## src/hw/rtl/hfc_pkg.sv

```systemverilog
// ----------------------------------------------------------------------------
// hfc_pkg: shared types and constants
// Action codes and format constants for the half/float converter.
// ----------------------------------------------------------------------------
package hfc_pkg;

  localparam int unsigned ActionWidth  = 3;
  localparam int unsigned OperandWidth = 32;

  typedef enum logic [ActionWidth-1:0] {
    ACT_NEAREST  = 3'd0,
    ACT_CEIL     = 3'd1,
    ACT_FLOOR    = 3'd2,
    ACT_TRUNCATE = 3'd3,
    ACT_TO_FLOAT = 3'd4
  } action_t;

  localparam logic [7:0]  ExpTiny     = 8'h67;
  localparam logic [7:0]  ExpHuge     = 8'h8E;
  localparam logic [7:0]  ExpSubLimit = 8'h71;
  localparam logic [7:0]  ExpSubBase  = 8'h72;
  localparam logic [7:0]  ExpBias     = 8'h70;
  localparam logic [15:0] HalfInf     = 16'h7C00;
  localparam logic [31:0] FloatQnan   = 32'h7FC0_0000;
  localparam logic [31:0] FloatInf    = 32'h7F80_0000;

endpackage

```

## src/hw/rtl/hfc_stream_if.sv

```systemverilog
// ----------------------------------------------------------------------------
// hfc_stream_if: valid/ready channel
// Carries one beat of a parameterized payload width.
// ----------------------------------------------------------------------------
interface hfc_stream_if #(
  parameter int unsigned Width = 32
);
  logic             valid;
  logic             ready;
  logic [Width-1:0] data;

  modport source (output valid, output data, input ready);
  modport sink (input valid, input data, output ready);
endinterface

```

## src/hw/rtl/half_float_converter_core.sv

```systemverilog
// ----------------------------------------------------------------------------
// half_float_converter_core: binary32/binary16 converter
//
//   channel  direction  payload
//   in       sink       action[2:0], operand_bits[31:0]
//   out      source     result_bits[31:0]
//
// Input register, one level of conversion logic, result register.
// Sustains one beat per cycle while out is ready; each beat passes through the
// input register, then the result register. The input register refills
// whenever the result register frees up, so a stall on out holds both stages.
// rst clears the valid flags only.
module half_float_converter_core
  import hfc_pkg::*;
(
  input  logic         clk,
  input  logic         rst,
  hfc_stream_if.sink   in_ch,
  hfc_stream_if.source out_ch
);
  logic [2:0]  action;
  logic [31:0] operand;
  logic        stage_valid;
  logic [31:0] result_bits;
  logic        result_valid;
  logic [15:0] half;
  logic [31:0] widened;
  logic [31:0] result_next;
  logic        stage_ready;

  assign stage_ready  = !result_valid || out_ch.ready;
  assign in_ch.ready  = !stage_valid || stage_ready;
  assign out_ch.valid = result_valid;
  assign out_ch.data  = result_bits;

  always_ff @(posedge clk) begin
    if (rst) begin
      stage_valid  <= 1'b0;
      result_valid <= 1'b0;
    end else begin
      if (in_ch.ready) begin
        stage_valid <= in_ch.valid;
      end
      if (stage_ready) begin
        result_valid <= stage_valid;
      end
    end
    if (in_ch.ready && in_ch.valid) begin
      action  <= in_ch.data[34:32];
      operand <= in_ch.data[31:0];
    end
    if (stage_ready && stage_valid) begin
      result_bits <= result_next;
    end
  end

  hfc_to_half u_to_half (
    .action (action_t'(action)),
    .x      (operand),
    .half   (half)
  );

  hfc_to_float u_to_float (
    .h (operand[15:0]),
    .f (widened)
  );

  always_comb begin
    case (action)
      ACT_NEAREST, ACT_CEIL, ACT_FLOOR, ACT_TRUNCATE: result_next = {16'd0, half};
      ACT_TO_FLOAT: result_next = widened;
      default: result_next = 32'd0;
    endcase
  end
endmodule

```

## src/hw/rtl/hfc_to_half.sv

```systemverilog
// ----------------------------------------------------------------------------
// hfc_to_half: binary32 to binary16
// Rounding modes nearest (ties away), ceiling, floor and fast truncate.
// ----------------------------------------------------------------------------
module hfc_to_half
  import hfc_pkg::*;
(
  input  action_t     action,
  input  logic [31:0] x,
  output logic [15:0] half
);
  logic [15:0] s;
  logic [7:0]  e;
  logic [11:0] f11;
  logic [9:0]  f10;
  logic        left;
  logic        bump;
  logic [15:0] norm_base;
  logic [4:0]  sh_a;
  logic [4:0]  sh_b;
  logic [15:0] nearest;
  logic [15:0] directed;
  logic [10:0] dsub;
  logic [15:0] fast;
  logic        nan;

  always_comb begin
    s         = {x[31], 15'd0};
    e         = x[30:23];
    f11       = {1'b1, x[22:12]};
    f10       = x[22:13];
    left      = x[12:0] != 13'd0;
    bump      = left && (x[31] == (action == ACT_FLOOR));
    nan       = (e == 8'hFF) && (x[22:0] != 23'd0);
    // Subnormal shift is only used when e lies in 0x67..0x70.
    sh_a      = 5'(ExpSubBase - e);
    sh_b      = 5'(ExpSubLimit - e);
    norm_base = s | {1'b0, 5'(e - ExpBias), 10'd0};
    if (e < ExpSubLimit) begin
      nearest = s | 16'((f11 >> sh_a) + 12'((f11 >> sh_b) & 12'd1));
    end else begin
      nearest = (norm_base | {6'd0, f11[10:1]}) + {15'd0, f11[0]};
    end
    dsub = {1'b1, f10} >> sh_b;
    if (e < ExpSubLimit) begin
      directed = s | ({5'd0, dsub} + {15'd0, bump});
    end else begin
      directed = (norm_base | {6'd0, f10}) + {15'd0, bump};
    end
    fast = {x[31], x[30], x[26:23], x[22:13]};
    if (action == ACT_TRUNCATE) begin
      half = fast;
    end else if (e < ExpTiny) begin
      half = s;
    end else if (e > ExpHuge) begin
      half = s | HalfInf | {15'd0, nan};
    end else if (action == ACT_NEAREST) begin
      half = nearest;
    end else begin
      half = directed;
    end
  end
endmodule

```

## src/hw/rtl/hfc_to_float.sv

```systemverilog
// ----------------------------------------------------------------------------
// hfc_to_float: binary16 to binary32
// Exact widening, including normalization of subnormal halves.
// ----------------------------------------------------------------------------
module hfc_to_float
  import hfc_pkg::*;
(
  input  logic [15:0] h,
  output logic [31:0] f
);
  logic [31:0] s;
  logic [4:0]  e;
  logic [9:0]  m;
  logic [3:0]  p;
  logic [22:0] mfrac;

  always_comb begin
    s = {h[15], 31'd0};
    e = h[14:10];
    m = h[9:0];
    p = 4'd0;
    // Priority search for the leading one of a ten-bit mantissa.
    for (int i = 0; i < 10; i++) begin
      if (m[i]) begin
        p = 4'(i);
      end
    end
    mfrac = 23'({13'd0, m} << (5'd23 - {1'b0, p}));
    if (e == 5'h1F) begin
      f = (m != 10'd0) ? FloatQnan : (s | FloatInf);
    end else if (e != 5'd0) begin
      f = s | {1'b0, 8'({3'd0, e} + 8'd112), m, 13'd0};
    end else if (m == 10'd0) begin
      f = s;
    end else begin
      f = s | {1'b0, 8'({4'd0, p} + 8'd103), mfrac};
    end
  end
endmodule

```

## src/flat_wrapper.sv

```systemverilog
// flat-port wrapper written by rule: the top's interface ports become plain ports
module half_float_converter_core_flat import hfc_pkg::*;
  (clk, rst, in_ch_valid, in_ch_data, in_ch_ready, out_ch_valid, out_ch_data, out_ch_ready);
  hfc_stream_if #(.Width(35)) in_ch_i ();
  hfc_stream_if #(.Width(32)) out_ch_i ();
  input  logic clk;
  input  logic rst;
  input wire logic [$bits(in_ch_i.valid)-1:0] in_ch_valid;
  input wire logic [$bits(in_ch_i.data)-1:0] in_ch_data;
  output wire logic [$bits(in_ch_i.ready)-1:0] in_ch_ready;
  output wire logic [$bits(out_ch_i.valid)-1:0] out_ch_valid;
  output wire logic [$bits(out_ch_i.data)-1:0] out_ch_data;
  input wire logic [$bits(out_ch_i.ready)-1:0] out_ch_ready;
  assign in_ch_i.valid = in_ch_valid;
  assign in_ch_i.data = in_ch_data;
  assign in_ch_ready = in_ch_i.ready;
  assign out_ch_valid = out_ch_i.valid;
  assign out_ch_data = out_ch_i.data;
  assign out_ch_i.ready = out_ch_ready;
  half_float_converter_core u_core (.clk(clk), .rst(rst), .in_ch(in_ch_i), .out_ch(out_ch_i));
endmodule
```

## config.mk

```make
export PLATFORM = sky130hd
export DESIGN_NAME = half_float_converter_core_flat
export DESIGN_NICKNAME = d
export VERILOG_FILES = /design/src/hw/rtl/hfc_pkg.sv /design/src/hw/rtl/hfc_stream_if.sv /design/src/hw/rtl/half_float_converter_core.sv /design/src/hw/rtl/hfc_to_half.sv /design/src/hw/rtl/hfc_to_float.sv /design/src/flat_wrapper.sv
export SDC_FILE = /design/constraint.sdc
export NUM_CORES = 1
export LEC_CHECK = 0
export BUFFER_PORTS_ARGS = -buffer_cell sky130_fd_sc_hd__clkbuf_2
export CORE_ASPECT_RATIO = 0.6
export CORE_UTILIZATION = 42
export CTS_BUF_LIST = sky130_fd_sc_hd__clkbuf_16
export DETAILED_ROUTE_END_ITERATION = 6
export GPL_ROUTABILITY_DRIVEN = 0
export PLACE_DENSITY = 0.61
export SLEW_MARGIN = 10
export SYNTH_ARGS = -nofsm -noshare
export SYNTH_HDL_FRONTEND = slang
export SYNTH_HIERARCHICAL = 1
export SYNTH_SLANG_ARGS = --single-unit
```

## constraint.sdc

```tcl
create_clock -name clk -period 11.2 [get_ports clk]
set_input_delay 2.24 -clock clk [delete_from_list [all_inputs] [get_ports clk]]
set_output_delay 2.24 -clock clk [all_outputs]
set_load 0.01 [all_outputs]
```

# Word level (Yosys, flattened, before mapping)
# Index checks and enable logic that the tools add are counted.
# totals
out_inout_bits	34
elab_cells	71
register_bits	69
inputBits	39
# classes
reduce_logical	15
n_addsub	10
n_mux	20
magnitude_cmp	3
n_shift	4
eq_ne	7
n_bitwise	7
# op_table
cell	count
$mux W32	4
$mux W16	6
$or A32 B31 Y32	2
$pmux W32 S2	1
$add A16 B1 Y16	3
$mux W4	7
$reduce_bool A23 Y1	1
$shl A10 B5 Y23	1
$lt A8 B7 Y1 const B	2
$or A16 B1 Y16	1
$or A16 B10 Y16	1
$or A16 B12 Y16	1
$or A16 B15 Y16	1
$or A16 B16 Y16	1
$shr A12 B5 Y16	1
$reduce_bool A13 Y1	1
$add A11 B1 Y12	1
$shr A12 B5 Y1	1
$shr A11 B5 Y11	1
$logic_not A10 Y1	1
$reduce_bool A10 Y1	1
$sub A5 B5 Y5 const A	2
$add A4 B7 Y8 const B	1
$add A5 B7 Y8 const B	1
other kinds (17)	23

# Longest topological paths before layout
# Gate-level depths: netlist (run 1).
# logic_depth
word_depth	16
ltp_mapped	21
depth_no_buf	18

# Modules after synthesis
# Netlist (run 1), hierarchy kept.
# by_module_without_submodules
module	area_per_inst_um2	seq_area_each_um2	n_inst	cells_per_inst
hfc_to_half	3126.7	0.0	1	454
half_float_converter_core	2498.6	2052.0	1	150
hfc_to_float	949.7	0.0	1	139

# Worst setup path after synthesis (run 1)
# Ideal clock, no wire load.
# synth_timing
kind	input to output
start	input out_ch_ready
end	output in_ch_ready
required_time_ns	8.960
path_stages	1
arrival_time_ns	2.448
setup_slack_ns	6.512
n_path_buf	0
path_cell_list	nand3b_1
# synth_between
elab_chain_len	2
# synth_rtl
item	line_no	rtl
start, declared	flat_wrapper.sv:13	input wire logic [$bits(out_ch_i.ready)-1:0] out_ch_ready;
$logic_or A1 B1 Y1	half_float_converter_core.sv:31	assign stage_ready = !result_valid || out_ch.ready;
$logic_or A1 B1 Y1	half_float_converter_core.sv:32	assign in_ch.ready = !stage_valid || stage_ready;
end, declared	flat_wrapper.sv:10	output wire logic [$bits(in_ch_i.ready)-1:0] in_ch_ready;
# Every way passes these cells.

# Worst setup path in the final report (run 1)
# Same ends and word-level chain as after synthesis.

==> results of run 1 <==
[registers in the layout (all words and copies together) (netlist names)]
signal	flops
u_core/operand	32
u_core/action	3
u_core/out_ch.data	32
u_core/stage_valid	1
u_core/out_ch.valid	1
[cell usage in the layout (no fill, tap or decap), drive strengths merged, types with 6 or more instances in the layout]
cell	synthesis	routed
nand2	83	83
clkbuf	26	81
edfxtp	67	67
nor2	53	53
inv	34	35
o21ai	33	33
a21oi	31	31
nand3	26	26
and2	25	25
mux2i	22	22
o22ai	20	20
xnor2	20	20
ha	17	17
nor3	17	17
nor4	17	17
mux4	14	14
and3	13	13
nand4	13	13
conb	1	13
xor2	13	13
nor2b	11	11
o211ai	11	11
a211oi	11	11
a31oi	9	9
a221oi	8	8
clkinv	2	8
nand2b	7	7
o21a	7	7
buf	39	6
o31ai	6	6
mux2	6	6
or2	6	6
[synthesized netlist by cell type (20+ instances only)]
cell type and n:
nand2_1 81, edfxtp_1 67, nor2_1 53, inv_1 32, a21oi_1 31, o21ai_0 28, clkbuf_1 26, and2_1 25
nand3_1 25, mux2i_1 22, o22ai_1 20, xnor2_1 20
[per-layer routing]
layer	global-route usage, %	vias up
met1	41.4	2893
met3	9.72	29
li1	-	2840
met4	5.84	0
met5	0	-
met2	31.8	427
[worst max-delay path: cells and delay by family]
family	cells	cell delay, ns
buf+inv	2	0.23
simple gates	1	0.18
[area by class of cell]
| class | count | area [um^2] | share of cell area, % |
|---|---|---|---|
| clock buffer | 9 | 225 | 3.14 |
| sequential | 69 | 2050 | 28.6 |
| tap | 198 | 248 | 3.45 |
| clock inverter | 7 | 50.0 | 0.698 |
| multi-input combinational | 585 | 4050 | 56.5 |
| timing repair buffer | 78 | 405 | 5.65 |
| inverter | 36 | 138 | 1.92 |
| antenna | 1 | 2.50 | 0.0349 |
[through the flow]
| step | instance area, um^2 | util, % | worst slack [ns] |
|---|---|---|---|
| global route | 7170 | 48.2 | 6.01 |
| finish | 7170 | 48.2 | 6.32 |
| detailed placement | 6890 | 46.3 | 6.32 |
| global placement | 6890 | 46.3 | 6.32 |
| CTS | 7170 | 48.1 | 6.32 |
| floorplan | 6620 | - | 6.51 |
[worst paths after layout]
path / startpoint / to
setup / recovery: out_ch_ready / in_ch_ready
hold / removal: u_core/stage_valid$_SDFFE_PP0P_ / u_core/out_ch.valid$_SDFFE_PP0P_
setup reg to reg: u_core/operand[24]$_DFFE_PP_ / u_core/out_ch.data[10]$_DFFE_PP_
hold reg to reg: u_core/stage_valid$_SDFFE_PP0P_ / u_core/out_ch.valid$_SDFFE_PP0P_
[cell families (layout without fill, tap and decap cells)]
family                     after synthesis  in the layout  synth area share, %
and+or+nand+nor                        298            298                 24.1
AOI/OAI and AO/OA                      182            182                 19.7
buffers and inverters                  101            130                 7.92
DFF                                     69             69                 31.2
muxes                                   42             42                 9.23
xor gates and xnor gates                33             33                 4.51
adders and majority gates               17             17                 3.23
other                                    1             14               0.0570
[power groups by stage]
| stage | Sequential (mW) | Combinational, mW | Clock, mW |
|---|---|---|---|
| floorplan | 0.319 | 0.154 | 0 |
| global placement | 0.334 | 0.191 | 0 |
| detailed placement | 0.334 | 0.194 | 0 |
| CTS | 0.329 | 0.195 | 0.273 |
| global route | 0.332 | 0.217 | 0.284 |
| finish | 0.330 | 0.203 | 0.266 |
==> results.md, run 1 <==
- Synthesized area: 6580 um^2
- Seq pwr share: 41.3%
- Area Growth Syn to Fin: 9.10%
- Synth async-reset ratio: 0%
- Via density: 6.30
- Final #Nets: 835
- Grt total ovfl: 0
- Flop and latch count out of synthesis: 69
- Area leader, netlist: edfxtp_1
- First-pass GRT wire length: 32.0 mm
- Share of Yosys cell area claimed by the top area cell type: 30.6%
- CTS tree: built
- Post-CTS Setup Inserts: 0
- Count of cell types in the netlist: 88
- Antenna Nets Post-Route: 0
- H-tree depth: 3
- WL met2: 7.71 mm
- Input/output buffers: 72
- Reg2reg setup slack: 6.35 ns
- Leak Pwr: 2.67 nW
- Final hold violation count: 0
- Net Sw Frac: 33.6%
- Synth top area cells: edfxtp_1, mux4_2, nand2_1, mux2i_1, ha_1
- EDFF count, synth: 67
- Tmin final: 4.88 ns
- Crit. End Element: primary output
- Setup TNS: 0 ns
- Hold-critical path depth: 2
- Routed via count: 6189
- Metal3 WL: 3.02 mm
- Total global-route track usage: 26.1%
- CTS buffer count: 9
- Max Fclk: 0.205 GHz
- Clk sinks: 69
- Hold buffers post-CTS: 0
- Tot Pwr: 0.800 mW
- CTS resizes: 0
- Max-slew violation count: 0
- Worst VDD drop: 0.0844 mV
- Routed wire length: 20.7 mm
- Layout cells sized above 1: 18.2%
- Comb pwr share: 25.4%
- DPL Wire Length: 15.4 mm
- Primary FF master, synth: edfxtp_1
- WP data arrival: 2.64 ns
- Rows: 34
- Switch Pwr: 0.269 mW
- Io pins: 73
- Core area: 14900 um^2
- Number of remaining DRC errors: 0
- Final Non-Filler Cells: 983
- Top Layer Used: met4
- Pwr Density: 111 nW/um^2
- CP startpoint kind: input port
- Die area: 16200 um^2
- Max-Cap Viols: 0
- Initial antenna violation count: 1
- Post-Synthesis Cells: 743
- Internal power: 0.531 mW
- Req. time, crit path: 8.96 ns
- CTS root buf: clkbuf_16
- Clock Power Share: 33.3%
- Routed len/inst: 21.0 um
- Placed instance count: 966
- CP max stage delay: 0.18 ns
- Crit path top cell by count: clkbuf_2
- Clk Latency, worst-skew pair: 0.34 ns
- Slew of the pin with the lowest slew margin: 1.13 ns
- CTS max path bufs: 2
- Final setup fails: 0
- Final hold slack: 0.465 ns
- Pin count of the biggest net entering global routing: 39
- Crit-path cells: clkbuf_2 > nand3b_1 > clkbuf_2
- Worst min-delay path class: flip-flop to flip-flop
- Crit Path Class: input port to primary output
- Die X: 164 um
- Filler Cells Inserted: 1445
- Period utilisation layout: 43.6%
- Synth warn: 6
- Die Ht: 98.9 um
- Syn Area/Cell: 8.85 um^2
- RSZ-0062 raised after global routing: no
- Worst Reg-to-Reg Cells: 18
- Outcome: finished clean
- Slowest CP cell: nand3b_1
- Initial drt markers: 836
- Max-Slew Margin vs Limit: 23.9%
- Vias in the first global route: 5644
- Worst Skew: 0.0119 ns
- Pre-Repair DR Iteration Count: 7
- Register area share after synthesis: 31.2%
- WL met1: 9.72 mm
- Critical path peak fanout: 3
- Initial Util: 44.2%
- Clock slew seen by the registers of the worst setup and hold paths: 0.06 ns
Note: power is estimated with default switching activity, not from simulation.
==> run 2: changes to the inputs <==
clock period = 4.7 ns   (was 11.2 ns; I/O delays follow)
==> results.md, run 2 (same netlist as run 1, synthesis figures left out) <==
- Placed instance count: 976 (was 966)
- CTS root buf: clkbuf_16 (unchanged)
- Max-Cap Viols: 0 (unchanged)
- Total global-route track usage: 26.6% (was 26.1%)
- Fin util: 49.1% (was 48.2%)
- Final hold slack: 0.466 ns (was 0.465 ns)
- Period utilisation layout: 90.8%
- Io pins: 73 (unchanged)
- Crit Path Class: flip-flop to flip-flop (was input port to primary output)
- Final hold violation count: 0 (unchanged)
- Die X: 164 um (unchanged)
- Die area: 16200 um^2 (unchanged)
- WP data arrival: 4.32 ns (was 2.64 ns)
- Routed via count: 6263 (was 6189)
- Req. time, crit path: 4.75 ns (was 8.96 ns)
- Pwr Density: 280 nW/um^2 (was 111 nW/um^2)
- Clk sinks: 69 (unchanged)
- RSZ-0062 raised after global routing: no (unchanged)
- Via density: 6.31 (was 6.30)
- Worst VDD drop: 0.222 mV (was 0.0844 mV)
- Commonest non-fill, non-tap cell in the layout: nand2_1 (unchanged)
- Initial drt markers: 1012 (was 836)
- Input/output buffers: 72 (unchanged)
- CTS max path bufs: 2 (unchanged)
- Dpl cell area: 6970 um^2 (was 6890 um^2)
- Switch Pwr: 0.661 mW (was 0.269 mW)
- CP startpoint kind: flip-flop (was input port)
- Internal power: 1.39 mW (was 0.531 mW)
- Comb pwr share: 24.8% (was 25.4%)
- Max-slew violation count: 0 (unchanged)
- Antenna cells: 0 (was 1)
- Worst Skew: 0.00638 ns (was 0.0119 ns)
- Commonest non-fill, non-tap cells in the layout: nand2_1, clkbuf_2, edfxtp_1 (unchanged)
- Final #Nets: 845 (was 835)
- Net Sw Frac: 32.3% (was 33.6%)
- Routed len/inst: 21.4 um (was 21.0 um)
- H-tree depth: 3 (unchanged)
- Layout cells sized above 1: 19.4% (was 18.2%)
- Clock Power Share: 37.2% (was 33.3%)
- Outcome: finished clean (unchanged)
- CTS tree: built (unchanged)
- Slew of the pin with the lowest slew margin: 0.920 ns (was 1.13 ns)
- Pre-Repair DR Iteration Count: 5 (was 7)
- Reg area: 2050 um^2 (unchanged)
- Pin count of the biggest net entering global routing: 38 (was 39)
- Max-Slew Margin vs Limit: 38.6% (was 23.9%)
- Worst min-delay path class: flip-flop to flip-flop (unchanged)
- Vias in the first global route: 5630 (was 5644)
- Tmin final: 4.27 ns
- Max Fclk: 0.234 GHz
- Grt total ovfl: 0 (unchanged)
- DPL Wire Length: 16.0 mm (was 15.4 mm)
- Final Non-Filler Cells: 992 (was 983)
- Crit. End Element: flip-flop (was primary output)
- CTS buffer count: 9 (unchanged)
- Multi-input gate area: 4060 um^2 (was 4050 um^2)
- Area Growth Syn to Fin: 11.1% (was 9.10%)
- Setup TNS: 0 ns (unchanged)
- Routed wire length: 21.2 mm (was 20.7 mm)
- Clock slew seen by the registers of the worst setup and hold paths: 0.06 ns (about the same)
- Final setup fails: 0 (unchanged)
- Fin area: 7300 um^2 (was 7170 um^2)
- Leak Pwr: 2.74 nW (was 2.67 nW)
- Filler Cells Inserted: 1374 (was 1445)
- Antenna Nets Post-Route: 0 (unchanged)
- Initial antenna violation count: 0 (was 1)
- Initial Util: 44.2% (unchanged)
- Rows: 34 (unchanged)
- Critical path peak fanout: 14 (was 3)
- Die Ht: 98.9 um (unchanged)
- Core area: 14900 um^2 (unchanged)
- Clk Latency, worst-skew pair: 0.34 ns (about the same)
- First-pass GRT wire length: 32.6 mm (was 32.0 mm)
- Number of remaining DRC errors: 0 (unchanged)
- Seq pwr share: 38.0% (was 41.3%)
-- run 2: cell count changes in the layout (fill, tap and decap cells not counted), moves of 2 or more --
cell and change:
inv_6 +2, clkinv_2 -3, bufinv_16 +2, clkinv_4 -3, buf_4 +10
-- run 2: through the flow --
stage | setup slack [ns] | power (mW)
finish | 0.433 | 2.05
CTS | 0.502 | 2.04
global route | 0.167 | 2.12
global placement | 0.528 | 1.27
floorplan | 0.776 | 1.13
detailed placement | 0.514 | 1.27
-- run 2: power groups by stage --
stage	sequential [mW]	combinational (mW)	clock [mW]
after floorplan	0.759	0.367	0
after global placement	0.786	0.480	0
after detailed placement	0.787	0.483	0
after CTS	0.774	0.486	0.775
after global routing	0.780	0.541	0.803
final	0.777	0.508	0.762
-- run 2: final timing paths --
check,from,endpoint,slack (ns),cells after the start
setup / recovery,u_core/operand[25]$_DFFE_PP_,u_core/out_ch.data[7]$_DFFE_PP_,0.43,18
hold reg to reg,u_core/stage_valid$_SDFFE_PP0P_,u_core/out_ch.valid$_SDFFE_PP0P_,0.47,2
hold / removal,u_core/stage_valid$_SDFFE_PP0P_,u_core/out_ch.valid$_SDFFE_PP0P_,0.47,2
setup reg to reg,u_core/operand[25]$_DFFE_PP_,u_core/out_ch.data[7]$_DFFE_PP_,0.43,18
-- run 2: area by class of cell --
class / instances / area share, %
tap: 198 / 3.39
clock buffer: 9 / 3.08
timing repair buffer: 88 / 6.58
multi-input combinational: 585 / 55.5
sequential: 69 / 28.1
clock inverter: 7 / 1.44
inverter: 36 / 1.88
-- run 2: per-layer routing --
metal  GRT usage (%)  share of wire, %  vias to the layer above
met5               0                 0                        -
met4            5.84               1.1                        0
met3            11.8                16                       31
met2            30.9                35                      463
met1            42.5                48                     2924
li1                -                 -                     2845
-- run 2: repair_timing --
item / 4_1_cts / 5_1_grt
buffers inserted: 0 / 0
resized for setup: 0 / 1
endpoints found under the setup margin: 0 / 1
hold buffers: 0 / 0
-- run 2: critical path, cell delays in order (launching register included) --
cell	delay (ns)
edfxtp_1	0.37
buf_4	0.22
inv_1	0.15
ha_1	0.44
xor2_2	0.22
a21oi_1	0.22
a31oi_1	0.06
nor2_1	0.11
a31oi_1	0.05
nor2_1	0.15
ha_1	0.25
nand3_1	0.10
a221oi_1	0.40
and3_1	0.30
a21oi_1	0.08
o21ai_0	0.47
o211ai_1	0.21
inv_1	0.09
o22ai_1	0.07
